<file path="config.mk">
export PLATFORM = sky130hd
export DESIGN_NAME = engine_board_input_supervisor_flat
export DESIGN_NICKNAME = d
export VERILOG_FILES = /design/src/rtl/core/ebis_pkg.sv /design/src/rtl/core/ebis_if.sv /design/src/rtl/core/ebis_csr.sv /design/src/rtl/core/ebis_decode.sv /design/src/rtl/core/ebis_timer.sv /design/src/rtl/core/engine_board_input_supervisor.sv /design/src/flat_wrapper.sv
export SDC_FILE = /design/constraint.sdc
export NUM_CORES = 1
export LEC_CHECK = 0
export ABC_AREA = 1
export ABC_CLOCK_PERIOD_IN_PS = 3600
export BUFFER_PORTS_ARGS = -buffer_cell sky130_fd_sc_hd__clkbuf_2
export CAP_MARGIN = 20
export CELL_PAD_IN_SITES_DETAIL_PLACEMENT = 1
export CELL_PAD_IN_SITES_GLOBAL_PLACEMENT = 2
export CORE_ASPECT_RATIO = 1.4
export CORE_MARGIN = 4
export CORE_UTILIZATION = 32
export DETAILED_ROUTE_END_ITERATION = 7
export GPL_TIMING_DRIVEN = 0
export PLACE_DENSITY = 0.76
export SETUP_SLACK_MARGIN = 0.02
export SYNTH_ARGS = -nofsm -noshare
export SYNTH_HDL_FRONTEND = slang
export SYNTH_SLANG_ARGS = --single-unit
</file>
<file path="constraint.sdc">
create_clock -name clock -period 3.6 [get_ports clock]
set_clock_uncertainty 0.15 [all_clocks]
set_input_delay 0.18 -clock clock [delete_from_list [all_inputs] [get_ports clock]]
set_output_delay 0.18 -clock clock [all_outputs]
set_load 0.01 [all_outputs]
</file>
<file path="src/rtl/core/ebis_pkg.sv">
// ----------------------------------------------------------------------------
// ebis_pkg: shared types and constants of the engine board input supervisor
// Widths, register indexes, reset values and the word structs.
// ----------------------------------------------------------------------------
package ebis_pkg;

   localparam int unsigned NUM_GEARS  = 6;
   localparam int unsigned GEAR_W     = 3;
   localparam int unsigned TH_W       = 8;
   localparam int unsigned TIME_W     = 32;
   localparam int unsigned MS_W       = 16;
   localparam int unsigned ADC_W      = 10;
   localparam int unsigned RPM_W      = 16;
   localparam int unsigned MODE_W     = 2;
   localparam int unsigned CSR_IDX_W  = 3;
   localparam int unsigned CSR_DATA_W = NUM_GEARS * TH_W;
   // adc * 255 fits in this many bits, plus the divide-by-1023 correction
   localparam int unsigned SCALE_W    = ADC_W + TH_W;

   typedef enum logic [CSR_IDX_W-1:0] {
      CSR_CLUTCH_POL    = 3'd0,
      CSR_TIPOVER_POL   = 3'd1,
      CSR_GEAR_THRESH   = 3'd2,
      CSR_SPEED_MODE    = 3'd3,
      CSR_TIP_DEBOUNCE  = 3'd4,
      CSR_BULB_CHECK    = 3'd5,
      CSR_HEATER_DELAY  = 3'd6
   } csr_index_type;

   localparam logic [CSR_DATA_W-1:0] GEAR_THRESH_RESET = 48'hFFAA_8B6C_4D2E;
   localparam logic [MS_W-1:0]       TIP_DEBOUNCE_RESET = 16'd500;
   localparam logic [MS_W-1:0]       BULB_CHECK_RESET   = 16'd2000;
   localparam logic [MS_W-1:0]       HEATER_DELAY_RESET = 16'd3000;

   typedef struct packed {
      logic                  clutch_active_high;
      logic                  tipover_active_high;
      logic [CSR_DATA_W-1:0] gear_thresholds;
      logic [MODE_W-1:0]     speed_based_gear_mode;
      logic [MS_W-1:0]       tip_debounce_ms;
      logic [MS_W-1:0]       bulb_check_ms;
      logic [MS_W-1:0]       heater_delay_ms;
   } cfg_type;

   typedef struct packed {
      logic [TIME_W-1:0] now_ms;
      logic              neutral_level;
      logic              clutch_level;
      logic              fault_level;
      logic              tipover_level;
      logic [ADC_W-1:0]  gear_adc;
      logic              engine_protect_active;
      logic [RPM_W-1:0]  engine_rpm;
   } sample_type;

   typedef struct packed {
      logic              in_neutral;
      logic              clutch_pulled;
      logic              driver_fault;
      logic [TH_W-1:0]   gear_raw;
      logic [GEAR_W-1:0] gear;
   } decode_type;

   typedef struct packed {
      logic              in_neutral;
      logic              clutch_pulled;
      logic              driver_fault;
      logic [TH_W-1:0]   gear_raw;
      logic [GEAR_W-1:0] gear;
      logic              publish_gear;
      logic              tipped_over;
      logic              outputs_enabled;
      logic              fault_lamp_on;
      logic              o2_heater_on;
   } result_type;

   // Control from the pipeline to one elapsed-time tracker
   typedef struct packed {
      logic step;    // a word moves to the result register this cycle
      logic active;  // the tracked condition holds for that word
   } timer_ctl_type;

endpackage

</file>
<file path="src/rtl/core/ebis_if.sv">
// ----------------------------------------------------------------------------
// ebis_if: valid/ready channels of the engine board input supervisor
// One interface for the sample channel and one for the result channel.
// ----------------------------------------------------------------------------
interface ebis_req_if;
   logic                            valid;
   logic                            ready;
   logic [ebis_pkg::TIME_W-1:0]     now_ms;
   logic                            neutral_level;
   logic                            clutch_level;
   logic                            fault_level;
   logic                            tipover_level;
   logic [ebis_pkg::ADC_W-1:0]      gear_adc;
   logic                            engine_protect_active;
   logic [ebis_pkg::RPM_W-1:0]      engine_rpm;

   modport source (
      output valid, now_ms, neutral_level, clutch_level, fault_level,
             tipover_level, gear_adc, engine_protect_active, engine_rpm,
      input  ready
   );
   modport sink (
      input  valid, now_ms, neutral_level, clutch_level, fault_level,
             tipover_level, gear_adc, engine_protect_active, engine_rpm,
      output ready
   );
endinterface

interface ebis_rsp_if;
   logic                            valid;
   logic                            ready;
   logic                            in_neutral;
   logic                            clutch_pulled;
   logic                            driver_fault;
   logic [ebis_pkg::TH_W-1:0]       gear_raw;
   logic [ebis_pkg::GEAR_W-1:0]     gear;
   logic                            publish_gear;
   logic                            tipped_over;
   logic                            outputs_enabled;
   logic                            fault_lamp_on;
   logic                            o2_heater_on;

   modport source (
      output valid, in_neutral, clutch_pulled, driver_fault, gear_raw, gear,
             publish_gear, tipped_over, outputs_enabled, fault_lamp_on,
             o2_heater_on,
      input  ready
   );
   modport sink (
      input  valid, in_neutral, clutch_pulled, driver_fault, gear_raw, gear,
             publish_gear, tipped_over, outputs_enabled, fault_lamp_on,
             o2_heater_on,
      output ready
   );
endinterface

</file>
<file path="src/rtl/core/ebis_csr.sv">
// ----------------------------------------------------------------------------
// ebis_csr: configuration registers
// Write-only register file, one register per index.
// ----------------------------------------------------------------------------
module ebis_csr (
   input  logic                              clock,
   input  logic                              reset,
   input  logic                              csr_wr_en,
   input  logic [ebis_pkg::CSR_IDX_W-1:0]    csr_index,
   input  logic [ebis_pkg::CSR_DATA_W-1:0]   csr_wdata,
   output ebis_pkg::cfg_type                 cfg
);

   ebis_pkg::cfg_type cfg_ff;
   ebis_pkg::cfg_type cfg_in;

   always_comb begin
      cfg_in = cfg_ff;
      if (csr_wr_en) begin
         unique case (ebis_pkg::csr_index_type'(csr_index))
            ebis_pkg::CSR_CLUTCH_POL:   cfg_in.clutch_active_high = csr_wdata[0];
            ebis_pkg::CSR_TIPOVER_POL:  cfg_in.tipover_active_high = csr_wdata[0];
            ebis_pkg::CSR_GEAR_THRESH:  cfg_in.gear_thresholds = csr_wdata;
            ebis_pkg::CSR_SPEED_MODE:
               cfg_in.speed_based_gear_mode = csr_wdata[ebis_pkg::MODE_W-1:0];
            ebis_pkg::CSR_TIP_DEBOUNCE:
               cfg_in.tip_debounce_ms = csr_wdata[ebis_pkg::MS_W-1:0];
            ebis_pkg::CSR_BULB_CHECK:
               cfg_in.bulb_check_ms = csr_wdata[ebis_pkg::MS_W-1:0];
            ebis_pkg::CSR_HEATER_DELAY:
               cfg_in.heater_delay_ms = csr_wdata[ebis_pkg::MS_W-1:0];
            default: ;  // drop writes to unused indexes
         endcase
      end
   end

   always_ff @(posedge clock) begin
      if (reset) begin
         cfg_ff.clutch_active_high    <= 1'b0;
         cfg_ff.tipover_active_high   <= 1'b1;
         cfg_ff.gear_thresholds       <= ebis_pkg::GEAR_THRESH_RESET;
         cfg_ff.speed_based_gear_mode <= '0;
         cfg_ff.tip_debounce_ms       <= ebis_pkg::TIP_DEBOUNCE_RESET;
         cfg_ff.bulb_check_ms         <= ebis_pkg::BULB_CHECK_RESET;
         cfg_ff.heater_delay_ms       <= ebis_pkg::HEATER_DELAY_RESET;
      end else begin
         cfg_ff <= cfg_in;
      end
   end

   assign cfg = cfg_ff;

endmodule

</file>
<file path="src/rtl/core/ebis_decode.sv">
// ----------------------------------------------------------------------------
// ebis_decode: switch and gear decode
// Decodes switch levels, scales the gear sensor and picks the gear number.
// ----------------------------------------------------------------------------
module ebis_decode (
   input  ebis_pkg::sample_type  sample,
   input  ebis_pkg::cfg_type     cfg,
   output ebis_pkg::decode_type  dec
);

   logic [ebis_pkg::SCALE_W-1:0] prod;
   logic [ebis_pkg::SCALE_W-1:0] quot_sum;
   logic [ebis_pkg::TH_W-1:0]    raw;
   logic [ebis_pkg::GEAR_W-1:0]  gear_num;

   // adc * 255, then floor(x / 1023) as (x + (x >> 10) + 1) >> 10
   assign prod     = {sample.gear_adc, {ebis_pkg::TH_W{1'b0}}}
                     - ebis_pkg::SCALE_W'(sample.gear_adc);
   assign quot_sum = prod + (prod >> ebis_pkg::ADC_W) + ebis_pkg::SCALE_W'(1);
   assign raw      = quot_sum[ebis_pkg::SCALE_W-1 -: ebis_pkg::TH_W];

   // First threshold not exceeded wins; scan from the top so the lowest sticks
   always_comb begin
      gear_num = ebis_pkg::GEAR_W'(ebis_pkg::NUM_GEARS);
      for (int i = ebis_pkg::NUM_GEARS - 1; i >= 0; i--) begin
         if (raw <= cfg.gear_thresholds[i*ebis_pkg::TH_W +: ebis_pkg::TH_W]) begin
            gear_num = ebis_pkg::GEAR_W'(i + 1);
         end
      end
   end

   assign dec.in_neutral    = ~sample.neutral_level;
   assign dec.clutch_pulled = (sample.clutch_level == cfg.clutch_active_high);
   assign dec.driver_fault  = ~sample.fault_level;
   assign dec.gear_raw      = raw;
   assign dec.gear          = sample.neutral_level ? gear_num : '0;

endmodule

</file>
<file path="src/rtl/core/ebis_timer.sv">
// ----------------------------------------------------------------------------
// ebis_timer: elapsed-time tracker
// Latches the start time when a condition begins and flags when it has lasted.
// ----------------------------------------------------------------------------
module ebis_timer (
   input  logic                           clock,
   input  logic                           reset,
   input  ebis_pkg::timer_ctl_type        ctl,
   input  logic [ebis_pkg::TIME_W-1:0]    now_ms,
   input  logic [ebis_pkg::MS_W-1:0]      limit_ms,
   output logic                           met
);

   logic                        timing_ff;
   logic                        timing_in;
   logic [ebis_pkg::TIME_W-1:0] start_ff;
   logic [ebis_pkg::TIME_W-1:0] start_in;
   logic [ebis_pkg::TIME_W-1:0] start_eff;
   logic [ebis_pkg::TIME_W-1:0] elapsed;

   // A fresh start sees zero elapsed time; wrap is handled by the modulo subtract
   assign start_eff = timing_ff ? start_ff : now_ms;
   assign elapsed   = now_ms - start_eff;
   assign met       = ctl.active && (elapsed >= ebis_pkg::TIME_W'(limit_ms));

   assign timing_in = ctl.step ? ctl.active : timing_ff;
   assign start_in  = (ctl.step && ctl.active && !timing_ff) ? now_ms : start_ff;

   always_ff @(posedge clock) begin
      if (reset) begin
         timing_ff <= 1'b0;
      end else begin
         timing_ff <= timing_in;
      end
   end

   always_ff @(posedge clock) begin
      start_ff <= start_in;
   end

   a_start_held: assert property (@(posedge clock) disable iff (reset)
      ctl.step && ctl.active && timing_ff |=> $stable(start_ff))
      else $error("start time moved while the condition persisted");

   a_fall_on_drop: assert property (@(posedge clock)
      $fell(timing_ff) |-> $past(reset) || $past(ctl.step && !ctl.active))
      else $error("timing flag cleared without the condition dropping");

endmodule

</file>
<file path="src/rtl/core/engine_board_input_supervisor.sv">
// ----------------------------------------------------------------------------
// engine_board_input_supervisor: top level
// Decodes one service sample word into one status word.
// ----------------------------------------------------------------------------
// The block takes one sample word per clock while the result side keeps
// up, and returns one status word per sample, in order. A sample is captured
// in the input register, decoded by shallow logic (switch decode, 10-bit to
// 8-bit gear scaling, six threshold compares, two 32-bit elapsed-time
// compares) and lands in the result register, from which the result channel
// offers it; throughput is one word per clock while results are taken; the
// result register and the input register stall together only when the result
// is not taken. Tip-over and
// engine-run timers advance when a word moves into the result register, so
// their state follows sample order. Configuration takes effect on the word
// that moves after the write; write it while the block is idle.
module engine_board_input_supervisor (
   input  logic                              clock,
   input  logic                              reset,
   ebis_req_if.sink                          req_chan,
   ebis_rsp_if.source                        rsp_chan,
   input  logic                              csr_wr_en,
   input  logic [ebis_pkg::CSR_IDX_W-1:0]    csr_index,
   input  logic [ebis_pkg::CSR_DATA_W-1:0]   csr_wdata
);

   ebis_pkg::cfg_type        cfg;
   ebis_pkg::sample_type     req_sample;
   ebis_pkg::sample_type     s1_data_ff;
   ebis_pkg::result_type     s2_data_ff;
   ebis_pkg::result_type     result;
   ebis_pkg::decode_type     dec;
   ebis_pkg::timer_ctl_type  tip_ctl;
   ebis_pkg::timer_ctl_type  run_ctl;
   logic                     s1_valid_ff;
   logic                     s1_valid_in;
   logic                     s2_valid_ff;
   logic                     s2_valid_in;
   logic                     accept;
   logic                     advance;
   logic                     tipped;
   logic                     heater;
   logic                     bulb_check;

   ebis_csr u_csr (
      .clock     (clock),
      .reset     (reset),
      .csr_wr_en (csr_wr_en),
      .csr_index (csr_index),
      .csr_wdata (csr_wdata),
      .cfg       (cfg)
   );

   // Gather the incoming word
   assign req_sample.now_ms                = req_chan.now_ms;
   assign req_sample.neutral_level         = req_chan.neutral_level;
   assign req_sample.clutch_level          = req_chan.clutch_level;
   assign req_sample.fault_level           = req_chan.fault_level;
   assign req_sample.tipover_level         = req_chan.tipover_level;
   assign req_sample.gear_adc              = req_chan.gear_adc;
   assign req_sample.engine_protect_active = req_chan.engine_protect_active;
   assign req_sample.engine_rpm            = req_chan.engine_rpm;

   // Advance when the input register holds a word and the result slot frees up
   assign advance        = s1_valid_ff && (!s2_valid_ff || rsp_chan.ready);
   assign req_chan.ready = !s1_valid_ff || advance;
   assign accept         = req_chan.valid && req_chan.ready;

   assign s1_valid_in = accept ? 1'b1 : (advance ? 1'b0 : s1_valid_ff);
   assign s2_valid_in = advance ? 1'b1 : (rsp_chan.ready ? 1'b0 : s2_valid_ff);

   always_ff @(posedge clock) begin
      if (reset) begin
         s1_valid_ff <= 1'b0;
         s2_valid_ff <= 1'b0;
      end else begin
         s1_valid_ff <= s1_valid_in;
         s2_valid_ff <= s2_valid_in;
      end
   end

   always_ff @(posedge clock) begin
      if (accept) begin
         s1_data_ff <= req_sample;
      end
      if (advance) begin
         s2_data_ff <= result;
      end
   end

   ebis_decode u_decode (
      .sample (s1_data_ff),
      .cfg    (cfg),
      .dec    (dec)
   );

   // Tip-over debounce: condition is the sensor at its "down" level
   assign tip_ctl.step   = advance;
   assign tip_ctl.active = (s1_data_ff.tipover_level == cfg.tipover_active_high);

   ebis_timer u_tip_timer (
      .clock    (clock),
      .reset    (reset),
      .ctl      (tip_ctl),
      .now_ms   (s1_data_ff.now_ms),
      .limit_ms (cfg.tip_debounce_ms),
      .met      (tipped)
   );

   // Heater delay: condition is a nonzero engine speed
   assign run_ctl.step   = advance;
   assign run_ctl.active = (s1_data_ff.engine_rpm != '0);

   ebis_timer u_run_timer (
      .clock    (clock),
      .reset    (reset),
      .ctl      (run_ctl),
      .now_ms   (s1_data_ff.now_ms),
      .limit_ms (cfg.heater_delay_ms),
      .met      (heater)
   );

   // Hold the lamp on during the power-up bulb check
   assign bulb_check = s1_data_ff.now_ms < ebis_pkg::TIME_W'(cfg.bulb_check_ms);

   assign result.in_neutral      = dec.in_neutral;
   assign result.clutch_pulled   = dec.clutch_pulled;
   assign result.driver_fault    = dec.driver_fault;
   assign result.gear_raw        = dec.gear_raw;
   assign result.gear            = dec.gear;
   assign result.publish_gear    = (cfg.speed_based_gear_mode == '0);
   assign result.tipped_over     = tipped;
   assign result.outputs_enabled = !tipped;
   assign result.fault_lamp_on   = bulb_check || s1_data_ff.engine_protect_active
                                   || dec.driver_fault || tipped;
   assign result.o2_heater_on    = heater;

   // Drive the result channel from the result register
   assign rsp_chan.valid           = s2_valid_ff;
   assign rsp_chan.in_neutral      = s2_data_ff.in_neutral;
   assign rsp_chan.clutch_pulled   = s2_data_ff.clutch_pulled;
   assign rsp_chan.driver_fault    = s2_data_ff.driver_fault;
   assign rsp_chan.gear_raw        = s2_data_ff.gear_raw;
   assign rsp_chan.gear            = s2_data_ff.gear;
   assign rsp_chan.publish_gear    = s2_data_ff.publish_gear;
   assign rsp_chan.tipped_over     = s2_data_ff.tipped_over;
   assign rsp_chan.outputs_enabled = s2_data_ff.outputs_enabled;
   assign rsp_chan.fault_lamp_on   = s2_data_ff.fault_lamp_on;
   assign rsp_chan.o2_heater_on    = s2_data_ff.o2_heater_on;

   a_empty_takes: assert property (@(posedge clock) disable iff (reset)
      !s1_valid_ff |-> req_chan.ready)
      else $error("input register empty but the sample channel stalls");

   a_neutral_gear: assert property (@(posedge clock) disable iff (reset)
      rsp_chan.valid && rsp_chan.in_neutral |-> rsp_chan.gear == '0)
      else $error("gear reported while in neutral");

endmodule

</file>
<file path="src/flat_wrapper.sv">
// flat-port wrapper written by rule: the top's interface ports become plain ports
module engine_board_input_supervisor_flat 
  (clock, reset, csr_wr_en, csr_index, csr_wdata, req_chan_valid, req_chan_now_ms, req_chan_neutral_level, req_chan_clutch_level, req_chan_fault_level, req_chan_tipover_level, req_chan_gear_adc, req_chan_engine_protect_active, req_chan_engine_rpm, req_chan_ready, rsp_chan_valid, rsp_chan_in_neutral, rsp_chan_clutch_pulled, rsp_chan_driver_fault, rsp_chan_gear_raw, rsp_chan_gear, rsp_chan_publish_gear, rsp_chan_tipped_over, rsp_chan_outputs_enabled, rsp_chan_fault_lamp_on, rsp_chan_o2_heater_on, rsp_chan_ready);
  ebis_req_if req_chan_i ();
  ebis_rsp_if rsp_chan_i ();
  input  logic clock;
  input  logic reset;
  input  logic csr_wr_en;
  input  logic [ebis_pkg::CSR_IDX_W-1:0] csr_index;
  input  logic [ebis_pkg::CSR_DATA_W-1:0] csr_wdata;
  input wire logic [$bits(req_chan_i.valid)-1:0] req_chan_valid;
  input wire logic [$bits(req_chan_i.now_ms)-1:0] req_chan_now_ms;
  input wire logic [$bits(req_chan_i.neutral_level)-1:0] req_chan_neutral_level;
  input wire logic [$bits(req_chan_i.clutch_level)-1:0] req_chan_clutch_level;
  input wire logic [$bits(req_chan_i.fault_level)-1:0] req_chan_fault_level;
  input wire logic [$bits(req_chan_i.tipover_level)-1:0] req_chan_tipover_level;
  input wire logic [$bits(req_chan_i.gear_adc)-1:0] req_chan_gear_adc;
  input wire logic [$bits(req_chan_i.engine_protect_active)-1:0] req_chan_engine_protect_active;
  input wire logic [$bits(req_chan_i.engine_rpm)-1:0] req_chan_engine_rpm;
  output wire logic [$bits(req_chan_i.ready)-1:0] req_chan_ready;
  output wire logic [$bits(rsp_chan_i.valid)-1:0] rsp_chan_valid;
  output wire logic [$bits(rsp_chan_i.in_neutral)-1:0] rsp_chan_in_neutral;
  output wire logic [$bits(rsp_chan_i.clutch_pulled)-1:0] rsp_chan_clutch_pulled;
  output wire logic [$bits(rsp_chan_i.driver_fault)-1:0] rsp_chan_driver_fault;
  output wire logic [$bits(rsp_chan_i.gear_raw)-1:0] rsp_chan_gear_raw;
  output wire logic [$bits(rsp_chan_i.gear)-1:0] rsp_chan_gear;
  output wire logic [$bits(rsp_chan_i.publish_gear)-1:0] rsp_chan_publish_gear;
  output wire logic [$bits(rsp_chan_i.tipped_over)-1:0] rsp_chan_tipped_over;
  output wire logic [$bits(rsp_chan_i.outputs_enabled)-1:0] rsp_chan_outputs_enabled;
  output wire logic [$bits(rsp_chan_i.fault_lamp_on)-1:0] rsp_chan_fault_lamp_on;
  output wire logic [$bits(rsp_chan_i.o2_heater_on)-1:0] rsp_chan_o2_heater_on;
  input wire logic [$bits(rsp_chan_i.ready)-1:0] rsp_chan_ready;
  assign req_chan_i.valid = req_chan_valid;
  assign req_chan_i.now_ms = req_chan_now_ms;
  assign req_chan_i.neutral_level = req_chan_neutral_level;
  assign req_chan_i.clutch_level = req_chan_clutch_level;
  assign req_chan_i.fault_level = req_chan_fault_level;
  assign req_chan_i.tipover_level = req_chan_tipover_level;
  assign req_chan_i.gear_adc = req_chan_gear_adc;
  assign req_chan_i.engine_protect_active = req_chan_engine_protect_active;
  assign req_chan_i.engine_rpm = req_chan_engine_rpm;
  assign req_chan_ready = req_chan_i.ready;
  assign rsp_chan_valid = rsp_chan_i.valid;
  assign rsp_chan_in_neutral = rsp_chan_i.in_neutral;
  assign rsp_chan_clutch_pulled = rsp_chan_i.clutch_pulled;
  assign rsp_chan_driver_fault = rsp_chan_i.driver_fault;
  assign rsp_chan_gear_raw = rsp_chan_i.gear_raw;
  assign rsp_chan_gear = rsp_chan_i.gear;
  assign rsp_chan_publish_gear = rsp_chan_i.publish_gear;
  assign rsp_chan_tipped_over = rsp_chan_i.tipped_over;
  assign rsp_chan_outputs_enabled = rsp_chan_i.outputs_enabled;
  assign rsp_chan_fault_lamp_on = rsp_chan_i.fault_lamp_on;
  assign rsp_chan_o2_heater_on = rsp_chan_i.o2_heater_on;
  assign rsp_chan_i.ready = rsp_chan_ready;
  engine_board_input_supervisor u_core (.clock(clock), .reset(reset), .req_chan(req_chan_i), .rsp_chan(rsp_chan_i), .csr_wr_en(csr_wr_en), .csr_index(csr_index), .csr_wdata(csr_wdata));
endmodule
</file>
==> metrics.txt, run 1 <==
Internal Dissipation 0.00596 W; Layout area overhead 39.7%; PD cells about 390 nW/um^2; mean post-synth cell area approximately 7.6 um^2; Max-Cap Viols 0; Syn Nets around 2500; Post-synth EDFFs ~150; Routed Antenna Nets 0; first-pass GRT wire length 96.8 mm; DP Worst Slack -1.16 ns; clk_lat worst skew approximately 0.59 ns; Synth Flop Type edfxtp_1; met3 GRT Util 0.0225; CP required between 3 and 4 ns; Routed WL per cell 19.4 um; grt peak-use layer met2; layout cell share with drive strength beyond 1 0.247; I/O pin cnt 140; setup TNS -2.48 ns; Final Hold Fails 0; largest net degree at the start of global routing 42; Synth Area in XOR/XNOR 0.0224; grt ovf 0; gr usage total 0.217; vias in the first global route around 18000; Crit path largest cell delay 0.47 ns; post-synth top area share 0.264; fin. max-slew vios 0; worst slew pin tran 0.959 ns; root buf cell clkbuf_16; CP Capture Type register; Residual DRC 0; crit path DAT around 4.4 ns; DR iter-0 viols slightly above 500; DIE AREA 55700 um^2; Worst Setup Start Kind register; CTS tree yes; Final HPWL DP 46.7 mm; diodes inserted 0; Post-synth ARST share 0; Crit Path Class reg -> reg; register area share after synthesis 0.380; count leader, synth nand2_1; num rows 98; Net Sw Frac 0.346; slack of the critical path -0.588 ns; count of cell types in the netlist 49; met2 usage 0.445; Adder-Cell Fraction of Synth Area 0.121; H-Tree Depth 1; cell count after synthesis 2199; Synth top cells by count 621 x nand2_1, 358 x inv_1, 158 x ha_1, 157 x nor2_1, 146 x edfxtp_1; RSZ-0062 raised after global routing yes; CTS buffer count 29; Lkg Pwr 10.6 nW; crit-path max FO 5; violated checks setup timing; Clk pwr share 0.316; initial antenna violation count 0; DRT Pass-1 Iters 4; Clock Path Buffers 3; die height 278 um; Worst-path clk slew 0.06 ns; Yosys top cell by area edfxtp_1; routed wire length 64.0 mm; Switch Pwr roughly 0.0032 W; Synth Area in Compound Gates 0.111; post-synthesis mux area share 0.0181; Tmin final 4.19 ns; Min-Delay Path Class in -> reg; Yosys reg bits 242; initial core utilization 0.324; Final #Nets 2896; port bufs around 130; Yosys Warn Count 0; status finished, violations left; Comb power frac 0.338; Die X 201 um; Max Clk Rate around 0.24 GHz; Post-Syn Area 16600 um^2; IR drop worst, VDD just under 400 uV; DP Cell Count roughly 3000; Final GP Congestion a little under 0.9; Simple-Gate Fraction of Synth Area 0.255; Setup Viol. Count Final 7; CP max-delay cell edfxtp_1; vias 16325; Fill cells 6140; Num Clock Sinks 242; largest family of logic cells by synthesized area simple AND/OR/NAND/NOR gates; placeable core area 51300 um^2; Final Non-Filler Cells 3290; Via density 4.96; Seq pwr share 0.347; Slew HR 0.359; fin crit share 1.16; met1 usage 0.228; Area contributors post-synth edfxtp_1 26%, nand2_1 14%, ha_1 12%, dfxtp_1 12%, inv_1 8.1%
==> critical path: cells and delay by family (launching register included) <==
kind	cells	cell delay, ns
compound gates	4	0.64
fa+ha+maj	3	0.85
buf+inv	5	0.32
flops	1	0.47
simple gates	16	1.48
==> power by group through the flow <==
| stage | logic, W | clock network (W) | registers, W |
|---|---|---|---|
| floorplan | 0.00149 | 0 | 0.00320 |
| global placement | 0.00213 | 0 | 0.00323 |
| detailed placement | 0.00220 | 0 | 0.00323 |
| CTS | 0.00270 | 0.00295 | 0.00315 |
| global route | 0.00341 | 0.00308 | 0.00317 |
| finish | 0.00308 | 0.00288 | 0.00316 |
==> final timing paths <==
| check | from | to | slack (ns) | cells after the start |
|---|---|---|---|---|
| worst max-delay path | u_core.s1_data_ff[18]$_DFFE_PP_ | u_core.rsp_chan.gear[1]$_SDFFCE_PP0P_ | -0.59 | 28 |
| worst min-delay path | req_chan_now_ms[28] | u_core.s1_data_ff[59]$_DFFE_PP_ | 0.16 | 2 |
| worst min register to register | u_core.u_csr.cfg[49]$_SDFFE_PP0P_ | u_core.u_csr.cfg[49]$_SDFFE_PP0P_ | 0.31 | 2 |
| worst max register to register | u_core.s1_data_ff[18]$_DFFE_PP_ | u_core.rsp_chan.gear[1]$_SDFFCE_PP0P_ | -0.59 | 28 |
==> cell type report <==
type | count | area (um^2) | area share
sequential | 242 | 6310 | 0.272
inverter | 373 | 1420 | 0.0611
tap | 650 | 813 | 0.0350
clock buffer | 36 | 772 | 0.0333
clock inverter | 18 | 149 | 0.00642
multi-input combinational | 1550 | 10500 | 0.452
timing repair buffer | 387 | 3070 | 0.132
buffer | 34 | 184 | 0.00793
==> sequential cells by signal, indices dropped and copies added (netlist names), 3 cells and up <==
signal                       flops
u_core.s1_data_ff               63
u_core.u_run_timer.start_ff     32
u_core.u_csr.cfg                92
u_core.rsp_chan.gear_raw         8
u_core.rsp_chan.gear             3
u_core.u_tip_timer.start_ff     32
==> stage by stage <==
| stage | util | power [W] | hold WS, ns | instance area (um^2) |
|---|---|---|---|---|
| 6_report | 0.453 | 0.00911 | 0.159 | 23200 |
| 5_1_grt | 0.453 | 0.00965 | 0.150 | 23200 |
| 4_1_cts | 0.430 | 0.00881 | 0.128 | 22000 |
| 3_5_place_dp | 0.359 | 0.00543 | 0.209 | 18400 |
| 3_3_place_gp | 0.357 | 0.00536 | 0.207 | 18300 |
| 2_1_floorplan | - | 0.00469 | 0.0991 | 16800 |
==> logic make-up after synthesis <==
kind of cell	after synthesis
AO/OA/AOI/OAI	335
XOR/XNOR	39
adder cells (fa/ha/maj)	160
buffers and inverters	407
flip-flops	242
multiplexers	30
AND/OR/NAND/NOR	986
==> metal layers <==
metal	vias to the layer above	share of wire
met5	-	0
met2	285	0.56
met1	7889	0.37
met3	118	0.029
li1	8033	-
met4	0	0.036
==> placed cells by master (no fill, tap or decap), types with 33 or more instances in the layout <==
| cell type | instances |
|---|---|
| clkbuf_2 | 131 |
| dlygate4sd3_1 | 121 |
| nand4_1 | 33 |
| o21ai_0 | 110 |
| dfxtp_1 | 94 |
| clkbuf_1 | 35 |
| edfxtp_1 | 146 |
| a21oi_1 | 122 |
| ha_4 | 34 |
| nand2_4 | 39 |
| buf_4 | 118 |
| nand2_2 | 60 |
| nand2_1 | 539 |
| nor2_1 | 134 |
| o211ai_1 | 39 |
| nand3_1 | 70 |
| ha_1 | 116 |
| inv_1 | 341 |
==> repair_timing <==
item                                    CTS  global route
pin swaps                                83           107
setup buffers                            83            47
gates cloned                              2             0
endpoints found under the setup margin    7             7
endpoints found under the hold margin   154             0
gates resized for setup                 190           173
hold buffers                            121             0
No activity file was read; power rests on OpenSTA's default activity.
==> run 2: changes to the inputs <==
- ABC_CLOCK_PERIOD_IN_PS: 3600 -> 5400
- CORE_UTILIZATION: 32 -> 39
- PLACE_DENSITY: 0.76 -> 0.86
- clock period: 3.6 -> 5.4 ns (I/O delays scaled with it)
==> run 2 against run 1 <==
Compared with the run above:
- the run now ends clean
- global-route usage is 3.2 points higher
- largest cell class unchanged
- design area decreased by 13%
- critical path type unchanged
- sequential power is 33% lower
- power is 38% lower
- via count shrank 4.0%
==> metrics.txt, run 2 (synthesis gave the netlist of run 1 again) <==
DR iter-0 viols 462 (-8.9%); crit path DAT 5.12 ns (+0.76 ns); first-pass GRT wire length 90.6 mm (-6.4%); routed wire length 58.0 mm (-9.3%); Crit path largest cell delay 0.44 ns (-0.03 ns); CTS tree yes; CP max-delay cell edfxtp_1; Max Clk Rate 0.203 GHz (-15%); worst r2r src u_core.s1_data_ff[26]$_DFFE_PP_; Slew HR 0.330 (-0.0287); Register-to-Register Path Depth 29 (+3.6%); CP required 5.59 ns (+1.81 ns); Worst Setup Start Kind register; Final #Nets 2754 (-4.9%); vias in the first global route 16979 (-3.4%); commonest non-fill, non-tap cell in the layout nand2_1; RSZ-0062 raised after global routing no; num rows 89 (-9.2%); final instance area 20100 um^2 (-13%); Min-Delay Path Class in -> reg; status completed; Max-Cap Viols 0 (unchanged); CP Capture Type register; Via density 5.15 (+3.8%); number of flip-flops under the largest register name 92 (unchanged); worst hold endpoint u_core.u_csr.cfg[63]$_SDFFE_PP0P_; worst slew pin tran 1.00 ns (+0.0430 ns); Final HPWL DP 45.4 mm (-2.7%); root buf cell clkbuf_16; Final GP Congestion 0.902 (+3.8%); Lkg Pwr 9.66 nW (-9.2%); dpl cell area 18000 um^2 (-2.0%); gr usage total 0.249 (+0.0318); placeable core area 42100 um^2 (-18%); Hold Crit Depth 3 (+1); vias 15671 (-4.0%); crit-path max FO 6 (+1); die height 252 um (-9.1%); fin crit share 0.912 (-0.251); Final Hold Fails 0 (unchanged); FF-to-FF End u_core.rsp_chan.gear[1]$_SDFFCE_PP0P_; layout cell share with drive strength beyond 1 0.105 (-0.142); CTS buffer count 27 (-6.9%); Num Clock Sinks 242 (unchanged); diodes inserted 0 (unchanged); Routed WL per cell 19.1 um (-1.9%); grt ovf 0 (unchanged); initial core utilization 0.395 (+0.0705); I/O pin cnt 140 (unchanged); fin. max-slew vios 0 (unchanged); hold_sp csr_wdata[13]; Routed Antenna Nets 0 (unchanged); Setup Viol. Count Final 0 (-7); IR drop worst, VDD 238 uV (-38%); Clock Path Buffers 3 (unchanged); largest net degree at the start of global routing 54 (+29%); Layout area overhead 21.3%; Fill cells 5298 (-14%); CP most frequent cell nand2_1; DIE AREA 46000 um^2 (-17%); Register-to-Register Setup Slack 0.47 ns (+1.06 ns); Worst-path clk slew 0.06 ns (about the same); Die X 182 um (-9.0%); clk_lat worst skew 0.58 ns (about the same); H-Tree Depth 1 (unchanged); setup TNS 0 ns (+2.48 ns); Min Hold Slack 0.0566 ns (-0.103 ns); port bufs 131 (unchanged); PD cells 281 nW/um^2 (-28%); commonest cells after routing, fill and taps aside 618 x nand2_1, 357 x inv_1, 158 x ha_1; Residual DRC 0 (unchanged); initial antenna violation count 0 (unchanged); Post-CTS Setup Inserts 0 (-100%); Crit Path Class reg -> reg; Tmin final 4.93 ns (+0.738 ns); DRT Pass-1 Iters 5 (+1)
run 2: cell types whose count changed in the layout (fill, tap and decap cells not counted), moves of 22 or more:
cell	before	now
nand2_1	539	618
nand2_4	39	5
ha_1	116	158
a21oi_1	122	144
ha_4	34	0
nand2_2	60	17
buf_4	118	0
run 2: timing repair:
item	in CTS	in global routing
hold buffers	114	0
gates resized for setup	0	6
endpoints found under the setup margin	0	5
endpoints found under the hold margin	142	0
run 2: routing by layer:
layer | up-vias | GRT usage | share of wire
li1 | 7757 | - | -
met1 | 7477 | 0.259 | 0.37
met2 | 305 | 0.492 | 0.54
met3 | 132 | 0.0271 | 0.032
met4 | 0 | 0.117 | 0.052
met5 | - | 0 | 0
run 2: worst max-delay path: cells and delay by family (launching register included):
family                   cells  cell delay [ns]
AO/OA/AOI/OAI                4             0.77
flip-flops                   1             0.44
buffers and inverters        6             0.58
AND/OR/NAND/NOR             16             1.72
adder cells (fa/ha/maj)      3             1.03
run 2: worst max path at each step:
stage / start / end / slack [ns] / cells past startpoint
finish: u_core.s1_data_ff[26]$_DFFE_PP_ / u_core.rsp_chan.gear[1]$_SDFFCE_PP0P_ / 0.47 / 29
global placement: u_core.s1_data_ff[26]$_DFFE_PP_ / u_core.rsp_chan.gear[1]$_SDFFCE_PP0P_ / 0.35 / 31
floorplan: u_core.s1_data_ff[18]$_DFFE_PP_ / u_core.rsp_chan.gear[1]$_SDFFCE_PP0P_ / 1.38 / 30
global route: u_core.s1_data_ff[26]$_DFFE_PP_ / u_core.rsp_chan.gear[0]$_SDFFCE_PN0P_ / 0.03 / 30
detailed placement: u_core.u_run_timer.timing_ff$_SDFFE_PP0P_ / u_core.rsp_chan.o2_heater_on$_DFFE_PP_ / 0.15 / 27
CTS: u_core.u_run_timer.timing_ff$_SDFFE_PP0P_ / u_core.rsp_chan.o2_heater_on$_DFFE_PP_ / 0.05 / 27
run 2: metrics by stage:
step / std cells / worst slack (ns) / power (W) / utilization
2_1_floorplan: 2199 / 1.38 / 0.00310 / -
3_3_place_gp: 2876 / 0.352 / 0.00353 / 0.426
3_5_place_dp: 2878 / 0.152 / 0.00358 / 0.428
4_1_cts: 3042 / 0.0476 / 0.00572 / 0.478
5_1_grt: 3042 / 0.0303 / 0.00599 / 0.479
6_report: 3042 / 0.473 / 0.00567 / 0.479
run 2: cell type report:
type	count	area [um^2]	share of cell area
flip-flops and latches	242	6310	0.313
clock buffers	27	676	0.0335
inverters	373	1400	0.0696
clock inverters	23	299	0.0148
repair buffers	247	1850	0.0919
well taps	546	683	0.0339
plain buffers	34	131	0.00652
multi-input cells	1550	8790	0.437
run 2: report_power, final:
| group | internal, W | leakage [nW] | switching [W] | total [W] |
|---|---|---|---|---|
| Sequential | 0.00205 | 2.16 | 0.0000665 | 0.00212 |
| Clock | 0.00118 | 0.461 | 0.000871 | 0.00205 |
| Combinational | 0.000538 | 7.03 | 0.000961 | 0.00150 |
==> run 3: changes to the inputs <==
- PLACE_DENSITY: 0.86 -> not set
- PLACE_DENSITY_LB_ADDON: not set -> 0.1
==> run 3 against run 2 <==
Compared with the run above:
- power fell by 5.1%
- die area did not move
- utilization fell by 0.48 points
- largest power group unchanged
- via count fell by 1.5%
- cell count fell by 0.20%
- clock power fell by 14%
- clock-buffer cell count rose by 11
- setup slack got worse by 0.033 ns
- critical path depth fell by 4
- sequential share of layout area rose by 0.31 points
- combinational power barely moved
- critical path type unchanged
- largest cell class unchanged
- highest routed layer unchanged
- worst hold slack got worse by 0.0067 ns
==> metrics.txt, run 3 (synthesis gave the netlist of run 1 again) <==
status completed; Post-CTS Setup Inserts 0 (unchanged); worst r2r src u_core.u_tip_timer.timing_ff$_SDFFE_PP0P_; IR drop worst, VDD 221 uV (-7.1%); Net Sw Frac 0.337 (+0.00151); Slew HR 0.362 (+0.0313); Final #Nets 2749 (-0.18%); Via density 5.08 (-1.3%); die height 252 um (unchanged); H-Tree Depth 1 (unchanged); area of the multi-input gates 8800 um^2 (+0.11%); Final Hold Fails 0 (unchanged); Setup Viol. Count Final 0 (unchanged); Seq pwr share 0.394 (+0.020); fin. max-slew vios 0 (unchanged); dpl cell area 18000 um^2 (-0.19%); CTS tree yes; num rows 89 (unchanged); Fill cells 5218 (-1.5%); DR iter-0 viols 543 (+18%); CP required 5.56 ns (-0.03 ns); Switch Pwr 0.00181 W (-4.7%); vias in the first global route 16738 (-1.4%); vias 15433 (-1.5%); Final HPWL DP 44.8 mm (-1.4%); diodes inserted 0 (unchanged); commonest cells after routing, fill and taps aside 616 x nand2_1, 357 x inv_1, 158 x ha_1; grt ovf 0 (unchanged); root buf cell clkbuf_16; RSZ-0062 raised after global routing no; CTS buffer count 27 (unchanged); Final GP Congestion 0.889 (-1.4%); Comb power frac 0.278 (+0.013); Routed WL per cell 18.8 um (-1.6%); largest net degree at the start of global routing 64 (+19%); initial antenna violation count 0 (unchanged); routed wire length 57.0 mm (-1.8%); gr usage total 0.246 (-0.00353); Lkg Pwr 9.58 nW (-0.82%); Min-Delay Path Class in -> reg; hold_sp csr_wr_en; Worst Setup Start Kind register; layout cell share with drive strength beyond 1 0.103 (-0.00256); Layout area overhead 20.1%; Clock Path Buffers 3 (unchanged); Crit Path Class reg -> reg; Residual DRC 0 (unchanged); Num Clock Sinks 242 (unchanged); crit-path max FO 10 (+4); final instance area 19900 um^2 (-0.99%); setup TNS 0 ns (unchanged); clk_lat worst skew 0.55 ns (-0.03 ns); Max Clk Rate 0.202 GHz (-0.67%); initial core utilization 0.395 (unchanged); Routed Antenna Nets 0 (unchanged); number of flip-flops under the largest register name 92 (unchanged); PD cells 270 nW/um^2 (-4.1%); Max-Cap Viols 0 (unchanged); DP Cell Count 2877 (-0.035%); Tmin final 4.96 ns (+0.0332 ns); Final Non-Filler Cells 3036 (-0.20%); DIE AREA 46000 um^2 (unchanged); final core occ 0.474 (-0.00476); Critical Path Start u_core.u_tip_timer.timing_ff$_SDFFE_PP0P_; Reg area 6310 um^2 (unchanged); placeable core area 42100 um^2 (unchanged); worst slew pin tran 0.955 ns (-0.0469 ns); commonest non-fill, non-tap cell in the layout nand2_1; DRT Pass-1 Iters 5 (unchanged); I/O pin cnt 140 (unchanged); Worst-path clk slew 0.06 ns (about the same); Die X 182 um (unchanged); Clk pwr share 0.329 (-0.032); CP Capture Type register; port bufs 131 (unchanged); first-pass GRT wire length 89.4 mm (-1.3%); crit path DAT 5.12 ns (about the same); Internal Dissipation 0.00357 W (-5.3%); fin crit share 0.918 (+0.00614)
[run 3: changes by cell type in the layout (fill, tap and decap cells not counted), moves of 2 or more]
cell,previous run,this run
bufinv_16,5,0
clkbuf_1,30,38
clkbuf_8,0,2
clkinv_2,2,7
clkinv_4,5,0
clkinvlp_4,5,1
dlygate4sd3_1,114,109
nand2_1,618,616
[run 3: timing repair]
| action | CTS | global route |
|---|---|---|
| setup endpoints to repair | 0 | 7 |
| hold endpoints to repair | 129 | 0 |
| resized for setup | 0 | 9 |
| hold buffers | 109 | 0 |
[run 3: power by group through the flow]
stage | clock (W) | sequential, W | combinational, W
6_report | 0.00177 | 0.00212 | 0.00149
5_1_grt | 0.00189 | 0.00212 | 0.00170
4_1_cts | 0.00181 | 0.00212 | 0.00150
3_5_place_dp | 0 | 0.00216 | 0.00142
3_3_place_gp | 0 | 0.00216 | 0.00138
2_1_floorplan | 0 | 0.00213 | 0.000971
[run 3: final cells by class]
cell class | count | area share
Clock inverter | 11 | 0.00320
Timing Repair Buffer | 242 | 0.0900
Inverter | 373 | 0.0703
Clock buffer | 38 | 0.0380
Tap cell | 546 | 0.0343
Multi-Input combinational cell | 1550 | 0.441
Buffer | 34 | 0.00659
Sequential cell | 242 | 0.316
[run 3: final timing paths]
kind / to / slack (ns) / cells past startpoint
max reg2reg: u_core.rsp_chan.fault_lamp_on$_DFFE_PP_ / 0.44 / 25
max: u_core.rsp_chan.fault_lamp_on$_DFFE_PP_ / 0.44 / 25
min reg2reg: u_core.u_csr.cfg[19]$_SDFFE_PP0P_ / 0.31 / 2
min: u_core.u_csr.cfg[98]$_SDFFE_PP1P_ / 0.05 / 5
[run 3: layer usage]
metal  vias to the layer above  track usage  wire [um]
li1                       7735            -          -
met1                      7350        0.260      21700
met2                       252        0.488      31200
met3                        96       0.0263       1550
met4                         0       0.0989       2500
met5                         -            0          0
[run 3: metrics by stage]
| step | power (W) | setup WS, ns | hold slack (ns) |
|---|---|---|---|
| after global routing | 0.00572 | 0.0248 | 0.0559 |
| after global placement | 0.00353 | 0.369 | 0.286 |
| after detailed placement | 0.00358 | 0.146 | 0.296 |
| after floorplan | 0.00310 | 1.38 | 0.189 |
| after CTS | 0.00543 | 0.149 | 0.000933 |
| final | 0.00538 | 0.440 | 0.0499 |
[run 3: worst max-delay path, stage by stage, from the launching register on]
cell and delay, ns:
dfxtp_1 0.38, buf_1 0.56, clkbuf_2 0.43, nand2_1 0.10
o21ai_0 0.15, ha_1 0.22, inv_1 0.08, fa_1 0.44
nand3_1 0.10, nand2_1 0.13, nand2_1 0.10, nand3_1 0.18
nand2_1 0.13, nand2_1 0.10, xor2_1 0.16, ha_1 0.19
a21oi_1 0.15, nor3_1 0.07, a211oi_1 0.20, nand3_1 0.16
nor2_1 0.11, nand2_1 0.05, nor2_1 0.08, nand2_1 0.10
nand2_1 0.12, nand2_1 0.06
